### src/dcdm_pkg.sv
// ----------------------------------------------------------------------------
// dcdm_pkg
// Shared types, codes and the seven-segment table for the debounced counter
// and display multiplexer.
// ----------------------------------------------------------------------------
package dcdm_pkg;

   // event kinds carried by an input item
   typedef enum logic [1:0] {
      FUNC_DEBOUNCE = 2'd0,
      FUNC_REFRESH  = 2'd1,
      FUNC_SAMPLE   = 2'd2
   } func_type;

   // display multiplexer phases
   typedef enum logic [1:0] {
      PHASE_HIGH = 2'd0,
      PHASE_LOW  = 2'd1,
      PHASE_LEDS = 2'd2
   } phase_type;

   // one-hot digit enables
   localparam logic [2:0] DIGIT_NONE = 3'b000;
   localparam logic [2:0] DIGIT_HIGH = 3'b001;
   localparam logic [2:0] DIGIT_LOW  = 3'b010;
   localparam logic [2:0] DIGIT_LEDS = 3'b100;

   localparam logic [7:0] THRESHOLD_RESET = 8'd5;
   localparam logic [7:0] HOLD_MAX        = 8'hFF;
   localparam logic [1:0] LEVELS_RELEASED = 2'b11;

   // next debounce state and press events for both buttons
   typedef struct packed {
      logic [7:0] hold0;
      logic [7:0] hold1;
      logic [1:0] stable;
      logic       inc;
      logic       dec;
   } deb_result_type;

   // next display drive and phase
   typedef struct packed {
      logic [7:0] seg;
      logic [2:0] digit;
      logic [1:0] phase;
      logic       update;
   } disp_result_type;

   // active-low seven-segment pattern of one hex digit
   function automatic logic [7:0] hex_pattern(input logic [3:0] nib);
      logic [7:0] pat;
      unique case (nib)
         4'h0: pat = 8'h40;
         4'h1: pat = 8'h79;
         4'h2: pat = 8'h24;
         4'h3: pat = 8'h30;
         4'h4: pat = 8'h19;
         4'h5: pat = 8'h12;
         4'h6: pat = 8'h02;
         4'h7: pat = 8'h78;
         4'h8: pat = 8'h00;
         4'h9: pat = 8'h10;
         4'hA: pat = 8'h08;
         4'hB: pat = 8'h03;
         4'hC: pat = 8'h46;
         4'hD: pat = 8'h21;
         4'hE: pat = 8'h06;
         4'hF: pat = 8'h0E;
         default: pat = 8'h00;
      endcase
      return pat;
   endfunction

endpackage

### src/dcdm_debounce.sv
// ----------------------------------------------------------------------------
// dcdm_debounce
// Next hold counts, stable levels and press events for the two buttons on
// one debounce tick.
// ----------------------------------------------------------------------------
module dcdm_debounce (
   input  logic [1:0]              buttons_n,
   input  logic [7:0]              threshold,
   input  logic [7:0]              hold0,
   input  logic [7:0]              hold1,
   input  logic [1:0]              stable,
   output dcdm_pkg::deb_result_type result
);
   import dcdm_pkg::*;

   logic [7:0] hold_cur [2];
   logic [7:0] hold_nxt [2];
   logic [1:0] stable_nxt;
   logic [1:0] fire;

   assign hold_cur[0] = hold0;
   assign hold_cur[1] = hold1;

   // per-button saturating hold counter and press detect
   always_comb begin
      stable_nxt = stable;
      fire       = 2'b00;
      for (int b = 0; b < 2; b++) begin
         if (!buttons_n[b]) begin
            hold_nxt[b] = (hold_cur[b] < HOLD_MAX) ? hold_cur[b] + 8'd1 : hold_cur[b];
            if (hold_nxt[b] >= threshold) begin
               fire[b]       = stable[b];
               stable_nxt[b] = 1'b0;
            end
         end else begin
            hold_nxt[b]   = 8'd0;
            stable_nxt[b] = 1'b1;
         end
      end
   end

   assign result.hold0  = hold_nxt[0];
   assign result.hold1  = hold_nxt[1];
   assign result.stable = stable_nxt;
   assign result.inc    = fire[0];
   assign result.dec    = fire[1];

endmodule

### src/dcdm_display.sv
// ----------------------------------------------------------------------------
// dcdm_display
// Display multiplexer step: picks the byte and digit enable for the current
// phase and gives the phase that follows.
// ----------------------------------------------------------------------------
module dcdm_display (
   input  logic [1:0]                phase,
   input  logic [7:0]                last_sample,
   input  logic [7:0]                count,
   output dcdm_pkg::disp_result_type result
);
   import dcdm_pkg::*;

   // phase decode; the spare phase only returns to the first
   always_comb begin
      result.seg    = 8'd0;
      result.digit  = DIGIT_NONE;
      result.update = 1'b1;
      unique case (phase)
         PHASE_HIGH: begin
            result.seg   = hex_pattern(last_sample[7:4]);
            result.digit = DIGIT_HIGH;
            result.phase = PHASE_LOW;
         end
         PHASE_LOW: begin
            result.seg   = hex_pattern(last_sample[3:0]);
            result.digit = DIGIT_LOW;
            result.phase = PHASE_LEDS;
         end
         PHASE_LEDS: begin
            result.seg   = count;
            result.digit = DIGIT_LEDS;
            result.phase = PHASE_HIGH;
         end
         default: begin
            result.update = 1'b0;
            result.phase  = PHASE_HIGH;
         end
      endcase
   end

endmodule

### src/debounced_counter_display_mux.sv
// ----------------------------------------------------------------------------
// debounced_counter_display_mux
// Debounced up/down counter with a three-phase seven-segment/LED multiplexer
// and a sample-over-count alarm.
// ----------------------------------------------------------------------------
// Each item is one event: a debounce tick, a display refresh tick or a
// converter sample. An item is registered on acceptance, processed by short
// logic against the block state once the output register can take its
// result, and its single result lands in that output register, so one item
// per clock is sustained while the receiver takes results. The input register
// keeps accepting while a result waits, stalling only when both the input
// and output registers are full and the waiting result is not taken. The
// debounce threshold is written through csr_wr_en/csr_wr_data and resets to
// 5; zero behaves like one.
module debounced_counter_display_mux (
   input  logic       clock,
   input  logic       reset,
   // configuration
   input  logic       csr_wr_en,
   input  logic [7:0] csr_wr_data,
   // input items
   input  logic       req_valid,
   output logic       req_ready,
   input  logic [1:0] req_func,
   input  logic [1:0] req_buttons_n,
   input  logic [7:0] req_sample,
   // result items
   output logic       rsp_valid,
   input  logic       rsp_ready,
   output logic [7:0] rsp_seg_drive,
   output logic [2:0] rsp_digit_enable,
   output logic       rsp_alarm,
   output logic [7:0] rsp_count
);
   import dcdm_pkg::*;

   // input register
   logic       in_valid_ff, in_valid_in;
   logic [1:0] in_func_ff;
   logic [1:0] in_buttons_ff;
   logic [7:0] in_sample_ff;

   // output register
   logic       out_valid_ff, out_valid_in;

   // block state
   logic [7:0] threshold_ff;
   logic [7:0] hold0_ff, hold0_in;
   logic [7:0] hold1_ff, hold1_in;
   logic [1:0] stable_ff, stable_in;
   logic [7:0] count_ff, count_in;
   logic [1:0] phase_ff, phase_in;
   logic [7:0] last_sample_ff, last_sample_in;
   logic       alarm_ff, alarm_in;
   logic [7:0] seg_ff, seg_in;
   logic [2:0] digit_ff, digit_in;

   logic            advance;
   logic            req_take;
   deb_result_type  deb;
   disp_result_type disp;

   // handshake: the held item moves on when the output register frees up
   assign advance      = in_valid_ff && (!out_valid_ff || rsp_ready);
   assign req_ready    = !in_valid_ff || advance;
   assign req_take     = req_valid && req_ready;
   assign in_valid_in  = req_take || (in_valid_ff && !advance);
   assign out_valid_in = advance || (out_valid_ff && !rsp_ready);

   dcdm_debounce u_debounce (
      .buttons_n (in_buttons_ff),
      .threshold (threshold_ff),
      .hold0     (hold0_ff),
      .hold1     (hold1_ff),
      .stable    (stable_ff),
      .result    (deb)
   );

   dcdm_display u_display (
      .phase       (phase_ff),
      .last_sample (last_sample_ff),
      .count       (count_ff),
      .result      (disp)
   );

   // next state for the event in the input register
   always_comb begin
      hold0_in       = hold0_ff;
      hold1_in       = hold1_ff;
      stable_in      = stable_ff;
      count_in       = count_ff;
      phase_in       = phase_ff;
      last_sample_in = last_sample_ff;
      alarm_in       = alarm_ff;
      seg_in         = seg_ff;
      digit_in       = digit_ff;
      if (advance) begin
         unique case (in_func_ff)
            FUNC_DEBOUNCE: begin
               hold0_in  = deb.hold0;
               hold1_in  = deb.hold1;
               stable_in = deb.stable;
               count_in  = count_ff + {7'd0, deb.inc} - {7'd0, deb.dec};
            end
            FUNC_REFRESH: begin
               phase_in = disp.phase;
               if (disp.update) begin
                  seg_in   = disp.seg;
                  digit_in = disp.digit;
               end
            end
            FUNC_SAMPLE: begin
               last_sample_in = in_sample_ff;
               alarm_in       = in_sample_ff > count_ff;
            end
            default: begin
            end
         endcase
      end
   end

   // control and state registers
   always_ff @(posedge clock) begin
      if (reset) begin
         in_valid_ff    <= 1'b0;
         out_valid_ff   <= 1'b0;
         threshold_ff   <= THRESHOLD_RESET;
         hold0_ff       <= 8'd0;
         hold1_ff       <= 8'd0;
         stable_ff      <= LEVELS_RELEASED;
         count_ff       <= 8'd0;
         phase_ff       <= PHASE_HIGH;
         last_sample_ff <= 8'd0;
         alarm_ff       <= 1'b0;
         seg_ff         <= 8'd0;
         digit_ff       <= DIGIT_NONE;
      end else begin
         in_valid_ff    <= in_valid_in;
         out_valid_ff   <= out_valid_in;
         if (csr_wr_en) begin
            threshold_ff <= csr_wr_data;
         end
         hold0_ff       <= hold0_in;
         hold1_ff       <= hold1_in;
         stable_ff      <= stable_in;
         count_ff       <= count_in;
         phase_ff       <= phase_in;
         last_sample_ff <= last_sample_in;
         alarm_ff       <= alarm_in;
         seg_ff         <= seg_in;
         digit_ff       <= digit_in;
      end
   end

   // input payload register
   always_ff @(posedge clock) begin
      if (req_take) begin
         in_func_ff    <= req_func;
         in_buttons_ff <= req_buttons_n;
         in_sample_ff  <= req_sample;
      end
   end

   // result payload is the state left by the last processed item
   assign rsp_valid        = out_valid_ff;
   assign rsp_seg_drive    = seg_ff;
   assign rsp_digit_enable = digit_ff;
   assign rsp_alarm        = alarm_ff;
   assign rsp_count        = count_ff;

   // at most one digit is ever enabled
   a_digit_onehot: assert property (@(posedge clock) disable iff (reset)
      $onehot0(digit_ff))
      else $error("more than one digit enabled");

   // the spare phase is never entered
   a_phase_valid: assert property (@(posedge clock) disable iff (reset)
      phase_ff != 2'd3)
      else $error("display phase out of range");

   // the counter moves only on debounce ticks
   a_count_hold: assert property (@(posedge clock) disable iff (reset)
      !(advance && in_func_ff == FUNC_DEBOUNCE) |=> $stable(count_ff))
      else $error("counter changed outside a debounce tick");

   // the led phase shows the counter and wraps to the first phase
   a_led_phase: assert property (@(posedge clock) disable iff (reset)
      advance && in_func_ff == FUNC_REFRESH && phase_ff == PHASE_LEDS
      |=> phase_ff == PHASE_HIGH && digit_ff == DIGIT_LEDS
          && seg_ff == $past(count_ff))
      else $error("led phase drive mismatch");

   // a result waiting on a stall is not lost
   a_rsp_hold: assert property (@(posedge clock) disable iff (reset)
      out_valid_ff && !rsp_ready |=> out_valid_ff)
      else $error("pending result dropped");

endmodule

### config.mk
export PLATFORM = sky130hd
export DESIGN_NAME = debounced_counter_display_mux
export DESIGN_NICKNAME = d
export VERILOG_FILES = /design/src/dcdm_pkg.sv /design/src/dcdm_debounce.sv /design/src/dcdm_display.sv /design/src/debounced_counter_display_mux.sv
export SDC_FILE = /design/constraint.sdc
export NUM_CORES = 1
export LEC_CHECK = 0
export BUFFER_PORTS_ARGS = -buffer_cell sky130_fd_sc_hd__buf_2
export CAP_MARGIN = 20
export CORE_ASPECT_RATIO = 1.4
export CORE_UTILIZATION = 50
export CTS_BUF_LIST = sky130_fd_sc_hd__clkbuf_4 sky130_fd_sc_hd__clkbuf_8
export CTS_CLUSTER_SIZE = 28
export DETAILED_ROUTE_END_ITERATION = 10
export GPL_ROUTABILITY_DRIVEN = 0
export MAX_ROUTING_LAYER = met4
export PLACE_DENSITY = 0.65
export SETUP_SLACK_MARGIN = 0.3
export SKIP_CTS_REPAIR_TIMING = 1
export SYNTH_ARGS = -nofsm -noshare
export SYNTH_HDL_FRONTEND = slang
export SYNTH_SLANG_ARGS = --single-unit
### constraint.sdc
create_clock -name clock -period 6 [get_ports clock]
set_clock_uncertainty 0.05 [all_clocks]
set_input_delay 1.8 -clock clock [delete_from_list [all_inputs] [get_ports clock]]
set_output_delay 1.8 -clock clock [all_outputs]
set_load 0.1 [all_outputs]
==> metrics.txt, run 1 <==
status=finished, final reports clean; share of layout cells above drive strength 1=13.7%; first-pass GRT wire length=18.5 mm; Setup crit start kind=flip-flop; final net count=660; largest net degree at the start of global routing=42; Tightest Pin Transition=0.924 ns; routing usage on met1=approximately 25%; cell mode on critical path=ha_1; chip width=between 80 and 90 um; CTS max path bufs=2; design area=5400 sq um; setup TNS=0 ns; Die Y=between 100 and 150 um; via count=a little over 4000; Ys Warns=0; starting density of the core=51.5%; initial antenna violation count=0; initial DRC count=122; IO buf count=46; clock tree sinks=84; GR Layer Usage met2=42.4%; WS Path Type=flip-flop to flip-flop; global-route usage over all layers=between 20% and 30%; synthesized area=a little under 5000 sq um; Final Util=56.7%; Rows=42; Fmax achieved=208 MHz; dpl cell area=5190 sq um; Reg clk slew, reported paths=0.08 ns; Pwr per Cell Area=215 nW/um^2; area share of the largest cell type after synthesis=29.4%; Max VDD drop=0.144 mV; Total Die Area=10200 sq um; vias in the first global route=3970; crit end category=flip-flop; synthesized flop and latch total=84; Post-Synthesis Cells=554; Syn Nets=626; Period Utilization, post-route=80.0%; post-synth cell types=66; worst hold slack=0.423 ns; Worst slew margin=38.4%; CP Data Arrival Time=5.02 ns; # setup viols final=0; grt ovf=0; Fin. Hold Viols=0; area leader, netlist=dfxtp_1; Final min period=roughly 4.8 ns; post-route ant nets=0; Non-Filler Instances=725; Setup WS post-layout=around 1.2 ns; Avg Cell Area, Syn=8.84 sq um; CTS tree=done; WL per Instance=between 15 and 20 um; ys async rst share=0%; Top Ports=47; H-tree Lvls=3; main area contributors after synthesis=dfxtp_1 29%, ha_1 12%, edfxtp_1 7.4%, a21oi_1 4.7%, nor2_1 4.4%; RSZ-0062 raised after global routing=no; CTS Buf Count=9; Syn-to-layout area delta=10.1%; Cells after DPL=709; clk_lat worst skew=0.37 ns; Pwr Total=1.16 mW; main flop type after synthesis=dfxtp_1; number of synthesized flops with an enable pin=12; commonest non-fill, non-tap cell in the layout=dfxtp_1; # DRC=0; dpl ws=between 1 and 1.5 ns; Max stage delay on crit path=0.61 ns; diode count=0; DRT Pass-1 Iters=7; post-DP HPWL=8.31 mm; Pins Over Slew Limit=0; max_cap viols=0; met3 usage=roughly 5.4%; gr busiest metal=met2; CP max FO=8; Worst EP required=6.22 ns; root buffer cell=clkbuf_8; Hold Crit Class=flip-flop to flip-flop; Routed WL=11.1 mm; DR vias/cell=5.58; Seq/Total Area, Yosys=a little under two fifths; Core Footprint=9510 sq um; CP cell instances=ha_1 > nand3_1 > nor4_2 > nor3_1 > xor2_1 > ha_1 > a21o_1 > a21o_1 > a21oi_1 > o31a_1 > nor3_1 > ha_1 > inv_1 > ha_1 > inv_1 > fa_1 > nor2b_1 > o21ai_0 > a21boi_0 > o31ai_1 > and2_1; CP max stage cell=nor4_2; most frequent cells in the layout=72 x dfxtp_1, 57 x nor2_1, 46 x a21oi_1, 46 x ha_1, 46 x buf_2; Leak=2.22 nW
## cell usage after synthesis, drive strengths merged (6+ instances only)
cell,count
o21a,6
nand2,45
mux2i,22
ha,46
a21oi,48
and3,6
o31ai,7
o21ai,7
a21o,12
edfxtp,12
clkbuf,14
dfxtp,72
nand3,11
a211oi,12
inv,39
nor3,18
nor2b,12
nand2b,8
nand4,11
nor2,57
buf,11
## cell families (layout without fill, tap and decap cells)
logic type / count (synthesis) / count (layout) / share of synthesized area (%)
adders and majority gates: 47 / 47 / 12.2
muxes: 28 / 28 / 6.59
buffers and inverters: 64 / 103 / 5.64
DFF: 84 / 84 / 36.8
xor gates and xnor gates: 8 / 8 / 1.43
AOI/OAI and AO/OA: 133 / 133 / 18.3
and+or+nand+nor: 190 / 190 / 19.1
## worst paths after layout
| kind | from | end | slack, ns | cells after the start |
|---|---|---|---|---|
| worst max-delay path | hold1_ff[1] | rsp_count[4] | 1.20 | 21 |
| worst min-delay path | last_sample_ff[1] | last_sample_ff[1] | 0.42 | 2 |
| worst max register to register | hold1_ff[1] | rsp_count[4] | 1.20 | 21 |
| worst min register to register | last_sample_ff[1] | last_sample_ff[1] | 0.42 | 2 |
## layer usage
metal | share of wire [%] | routed length, um
met1 | 40 | 4430
met2 | 54 | 5930
met3 | 3.2 | 349
met4 | 3.2 | 351
met5 | 0 | 0
## cell type report
type | count | area (sq um)
clock buffers | 11 | 151
clock inverters | 5 | 50.0
fillers | 890 | 4120
inverters | 39 | 154
multi-input cells | 406 | 2830
flip-flops and latches | 84 | 1800
well taps | 132 | 165
repair buffers | 48 | 245
## power breakdown
group,switching [mW],internal [mW]
registers,0.0166,0.589
clock network,0.202,0.212
logic,0.0924,0.0476
total,0.311,0.849
## critical path: cells and delay by family, from the launching register on
kind / cells / cell delay (ns)
adder cells (fa/ha/maj): 5 / 1.39
AND/OR/NAND/NOR: 6 / 1.31
XOR/XNOR: 1 / 0.19
AO/OA/AOI/OAI: 7 / 1.24
flip-flops: 1 / 0.40
buffers and inverters: 2 / 0.11
No activity file was read; power rests on OpenSTA's default activity.
==> inputs of run 2 (changes only) <==
--- a/config.mk
+++ b/config.mk
@@ -5,6 +5,7 @@
 export SDC_FILE = /design/constraint.sdc
 export NUM_CORES = 1
 export LEC_CHECK = 0
+export ABC_AREA = 1
 export BUFFER_PORTS_ARGS = -buffer_cell sky130_fd_sc_hd__buf_2
 export CAP_MARGIN = 20
 export CORE_ASPECT_RATIO = 1.4
@@ -14,7 +15,7 @@
 export DETAILED_ROUTE_END_ITERATION = 10
 export GPL_ROUTABILITY_DRIVEN = 0
 export MAX_ROUTING_LAYER = met4
-export PLACE_DENSITY = 0.65
+export PLACE_DENSITY = 0.68
 export SETUP_SLACK_MARGIN = 0.3
 export SKIP_CTS_REPAIR_TIMING = 1
 export SYNTH_ARGS = -nofsm -noshare
==> constraint.sdc (replaced) <==
create_clock -name clock -period 3.93 [get_ports clock]
set_clock_uncertainty 0.05 [all_clocks]
set_input_delay 1.179 -clock clock [delete_from_list [all_inputs] [get_ports clock]]
set_output_delay 1.179 -clock clock [all_outputs]
set_load 0.1 [all_outputs]
==> metrics.txt, run 2 <==
CTS max path bufs=2; Rows=42; area leader, netlist=dfxtp_1; critical path depth=22; reg2reg start=hold0_ff[0]; Ys Warns=0; largest net degree at the start of global routing=34; most frequent cells in the layout=192 x nand2_1, 82 x inv_1, 69 x dfxtp_1, 62 x nand3_1, 52 x a21oi_1; CTS Buf Count=9; Final min period=between 3 and 4 ns; Post-Synthesis Cells=667; commonest non-fill, non-tap cell in the layout=nand2_1; Synth top cells by count=195 x nand2_1, 82 x inv_1, 72 x dfxtp_1; Fill cells=916; critical path launch point=hold0_ff[0]; Max VDD drop=0.175 mV; Top Ports=47; crit end category=flip-flop; cell mode on critical path=inv_1; chip width=roughly 86 um; R2R depth=22; crit-path leading delay family=simple AND/OR/NAND/NOR gates; Routed WL=11.5 mm; CP max stage cell=dfxtp_1; RSZ-0062 raised after global routing=no; Pwr per Cell Area=342 nW/um^2; main flop type after synthesis=dfxtp_1; starting density of the core=51.6%; WL per Instance=~14 um; Pins Over Slew Limit=0; ys async rst share=0%; share of layout cells above drive strength 1=16.0%; root buffer cell=clkbuf_8; clock tree sinks=84; Period Utilization, post-route=between 80% and 90%; grt ovf=0; post-synth cell types=35; Critical Path End=rsp_count[6]; critical path buffer and inverter count=4; Syn Nets=739; Syn-to-layout area delta=12.8%; post-DP HPWL=roughly 8.6 mm; Total Die Area=around 10000 sq um; IO buf count=46; CP cell instances=ha_2 > and3_4 > nand2_4 > nand3_1 > and2_1 > ha_1 > nand2_1 > nor2_2 > nand4_1 > nand3_1 > nand3b_1 > ha_1 > inv_1 > ha_1 > inv_1 > fa_2 > inv_1 > nand4_1 > nand4_1 > nand3_1 > nand2_1 > inv_1; Setup WS post-layout=0.524 ns; area share of the largest cell type after synthesis=around 30%; via count=4394; H-tree Lvls=3; synthesized area=just under 5000 sq um; post-route ant nets=0; Non-Filler Instances=828; CP max FO=8; main area contributors after synthesis=dfxtp_1 30%, nand2_1 15%, ha_1 12%, edfxtp_1 7.4%, nand3_1 6.4%; FF-to-FF End=rsp_count[6]; status=finished, final reports clean; DR vias/cell=5.31; final net count=just under 800; Max stage delay on crit path=around 0.35 ns; # setup viols final=0; Reg area=1810 sq um; DRT Pass-1 Iters=6; Hold Crit Class=flip-flop to flip-flop; Avg Cell Area, Syn=7.32 sq um; Die Y=approximately 120 um; Tightest Pin Transition=0.925 ns; r2r setup slk=0.52 ns; global-route usage over all layers=23.9%; WS Path Type=flip-flop to flip-flop; Setup crit start kind=flip-flop; Seq/Total Area, Yosys=36.9%; dpl ws=around 0.22 ns; CTS tree=done; diode count=0; vias in the first global route=4111; CP Data Arrival Time=3.63 ns; Worst slew margin=38.3%; clk_lat worst skew=0.37 ns; Core Footprint=between 9000 and 10000 sq um; Worst EP required=4.15 ns; Multi-input gate area=2720 sq um; Cells after DPL=810; first-pass GRT wire length=approximately 18 mm; max_cap viols=0; Final Util=58.2%; # DRC=0; initial DRC count=225; setup TNS=0 ns; synthesized flop and latch total=84; Leak=2.81 nW; most frequent cell after synthesis=nand2_1; Reg clk slew, reported paths=0.09 ns; Fmax achieved=294 MHz; number of synthesized flops with an enable pin=12; initial antenna violation count=0; Fin. Hold Viols=0
run 2: cell types whose count changed after synthesis, sizes merged, moves of 16 or more:
cell   delta
nand2   +156
nor2     -23
inv      +50
nand3    +59
nor3     -16
o21ai    +17
mux2i    -22
run 2: per-layer routing:
layer,up-vias,share of wire (%),global-route usage (%)
li1,2256,-,-
met1,2029,40,23.9
met2,80,54,44.4
met3,29,3.3,4.57
met4,0,3.2,10.2
met5,-,0,-
run 2: worst min path at each step:
stage	start	end	depth (start not counted)
after floorplan	stable_ff[0]	stable_ff[0]	2
after global placement	stable_ff[0]	stable_ff[0]	2
after detailed placement	stable_ff[0]	stable_ff[0]	2
after CTS	stable_ff[0]	stable_ff[0]	2
after global routing	stable_ff[0]	stable_ff[0]	2
final	stable_ff[0]	stable_ff[0]	2
run 2: cell families after synthesis:
logic type	synth area share [%]
compound gates	10.2
xor+xnor	1.44
fa+ha+maj	12.2
buf+inv	8.72
flops	36.9
simple gates	30.6
run 2: final cells by class:
cell class                      instances  area share (%)
Clock inverter                          4            1.34
Multi-Input combinational cell        477            49.5
Tap cell                              110            2.50
Timing Repair Buffer                   53            5.13
Sequential cell                        84            32.9
Inverter                               89            6.07
Clock buffer                           11            2.64
run 2: worst register-to-register path: cells and delay by family (launching register included):
family / cells / cell delay [ns]
and+or+nand+nor: 13 / 1.39
adders and majority gates: 5 / 1.29
DFF: 1 / 0.35
buffers and inverters: 4 / 0.23
run 2: through the flow:
| stage | power (mW) | hold WS, ns | area [sq um] |
|---|---|---|---|
| finish | 1.88 | 0.400 | 5510 |
| CTS | 1.90 | 0.402 | 5410 |
| global placement | 1.20 | 0.380 | 5190 |
| global route | 1.96 | 0.424 | 5510 |
| detailed placement | 1.21 | 0.387 | 5190 |
| floorplan | 1.14 | 0.369 | 4880 |
run 2: report_power, final:
group | total [mW] | switching, mW | internal, mW
logic | 0.270 | 0.189 | 0.0816
registers | 0.921 | 0.0195 | 0.902
clock network | 0.690 | 0.310 | 0.379
total | 1.88 | 0.519 | 1.36
==> inputs of run 3 (changes only) <==
--- a/config.mk
+++ b/config.mk
@@ -9,13 +9,13 @@
 export BUFFER_PORTS_ARGS = -buffer_cell sky130_fd_sc_hd__buf_2
 export CAP_MARGIN = 20
 export CORE_ASPECT_RATIO = 1.4
-export CORE_UTILIZATION = 50
+export CORE_UTILIZATION = 56
 export CTS_BUF_LIST = sky130_fd_sc_hd__clkbuf_4 sky130_fd_sc_hd__clkbuf_8
 export CTS_CLUSTER_SIZE = 28
 export DETAILED_ROUTE_END_ITERATION = 10
 export GPL_ROUTABILITY_DRIVEN = 0
 export MAX_ROUTING_LAYER = met4
-export PLACE_DENSITY = 0.68
+export PLACE_DENSITY = 0.75
 export SETUP_SLACK_MARGIN = 0.3
 export SKIP_CTS_REPAIR_TIMING = 1
 export SYNTH_ARGS = -nofsm -noshare
==> metrics.txt, run 3 (synthesized netlist as in run 2, its figures left out) <==
status=finished, final reports clean; r2r setup slk=about 0.52 ns; Rows=39; starting density of the core=58.8%; Total Die Area=between 9000 and 10000 sq um; reg2reg start=hold1_ff[1]; root buffer cell=clkbuf_8; Non-Filler Instances=around 800; grt ovf=0; Final min period=approximately 3.4 ns; Routed WL=roughly 11 mm; CTS tree=done; initial antenna violation count=0; commonest non-fill, non-tap cell in the layout=nand2_1; design area=5520 sq um; max_cap viols=0; Hold Crit Class=flip-flop to flip-flop; hold path cells=2; final net count=789; H-tree Lvls=3; global-route usage over all layers=26.5%; Setup crit start kind=flip-flop; min-delay src=stable_ff[0]; Combinational Power Share=14.7%; cell mode on critical path=inv_1; CP max FO=4; clock share of power=34.7%; dpl cell area=5170 sq um; most frequent cells in the layout=193 x nand2_1, 81 x inv_1, 63 x dfxtp_1, 61 x nand3_1, 52 x a21oi_1; Die Y=between 100 and 150 um; setup TNS=0 ns; first-pass GRT wire length=around 18 mm; critical path launch point=hold1_ff[1]; Fin. Hold Viols=0; Hold EP=stable_ff[0]; Core Footprint=8300 sq um; Max stage delay on crit path=0.38 ns; # DRC=0; Fmax achieved=about 290 MHz; CTS max path bufs=2; Reg clk slew, reported paths=0.09 ns; vias in the first global route=~4100; worst hold slack=about 0.41 ns; chip width=about 80 um; WL met2=around 6 mm; Worst EP required=around 4.2 ns; diode count=0; # setup viols final=0; RSZ-0062 raised after global routing=yes; CP max stage cell=dfxtp_4; WS Path Type=flip-flop to flip-flop; FF-to-FF End=rsp_count[4]; largest net degree at the start of global routing=34; Fill cells=about 740; met3 WL=406 um; Cells after DPL=800; clk_lat worst skew=0.37 ns; Pins Over Slew Limit=0; Top Ports=47; Pwr per Cell Area=330 nW/um^2; CP cell instances=buf_4 > nand3_2 > o21ai_0 > and2_1 > ha_1 > a21oi_1 > o21a_1 > nand3_1 > nand3b_1 > inv_1 > ha_1 > inv_1 > ha_2 > inv_1 > fa_2 > inv_2 > nand3_1 > nand2_1 > xor2_1 > o21ai_1 > inv_1; CTS Buf Count=9; post-DP HPWL=about 8.3 mm; Max VDD drop=about 0.25 mV; CP Data Arrival Time=3.67 ns; share of layout cells above drive strength 1=between 15 and 20%; Worst slew margin=between 30 and 40%; DRT Pass-1 Iters=5; Period Utilization, post-route=86.7%; clock tree sinks=84; Leak=2.82 nW; R2R depth=21; post-route ant nets=0; Psw=~520 uW; Syn-to-layout area delta=13.0%; Top Metal Used=met4; Tightest Pin Transition=0.914 ns; IO buf count=46; crit end category=flip-flop; DR vias/cell=5.36; met1 WL=4.43 mm; sequential share of power=50.6%; Int Pwr=1.30 mW; via count=around 4400; WL per Instance=13.7 um; sw frac=28.5%; initial DRC count=between 150 and 200
-- run 3: routing by layer --
layer,up-vias,track usage (%)
met5,-,-
met4,0,16.0
met3,32,3.90
met2,98,46.1
met1,2017,27.3
li1,2267,-
-- run 3: worst max-delay path by stage --
stage	endpoint	slack (ns)
after floorplan	rsp_count[4]	0.52
after global placement	rsp_count[4]	0.35
after detailed placement	rsp_count[4]	0.21
after CTS	rsp_count[4]	0.18
after global routing	rsp_count[4]	0.21
final	rsp_count[4]	0.52
-- run 3: final cells by class --
cell class,instances,area (sq um),area share (%)
multi-input cells,477,2720,49.4
flip-flops and latches,84,1820,33.0
inverters,89,334,6.05
repair buffers,56,305,5.53
clock buffers,11,145,2.63
well taps,102,128,2.31
clock inverters,5,58.8,1.07
-- run 3: metrics by stage --
step | utilization [%] | total power, mW | worst slack (ns)
after floorplan | - | 1.14 | 0.523
after global placement | 62.3 | 1.20 | 0.354
after detailed placement | 62.3 | 1.21 | 0.212
after CTS | 64.8 | 1.84 | 0.176
after global routing | 66.5 | 1.90 | 0.207
final | 66.5 | 1.82 | 0.522
-- run 3: critical path: cells and delay by family (launching register included) --
family	cells	cell delay, ns
AND/OR/NAND/NOR	6	0.64
buffers and inverters	6	0.41
AO/OA/AOI/OAI	4	0.69
adder cells (fa/ha/maj)	4	1.06
flip-flops	1	0.38
XOR/XNOR	1	0.14
-- run 3: power groups by stage --
stage,clock network [mW],logic (mW),registers [mW]
finish,0.632,0.267,0.920
global route,0.679,0.300,0.923
CTS,0.647,0.266,0.922
detailed placement,0,0.265,0.942
global placement,0,0.257,0.942
floorplan,0,0.160,0.983
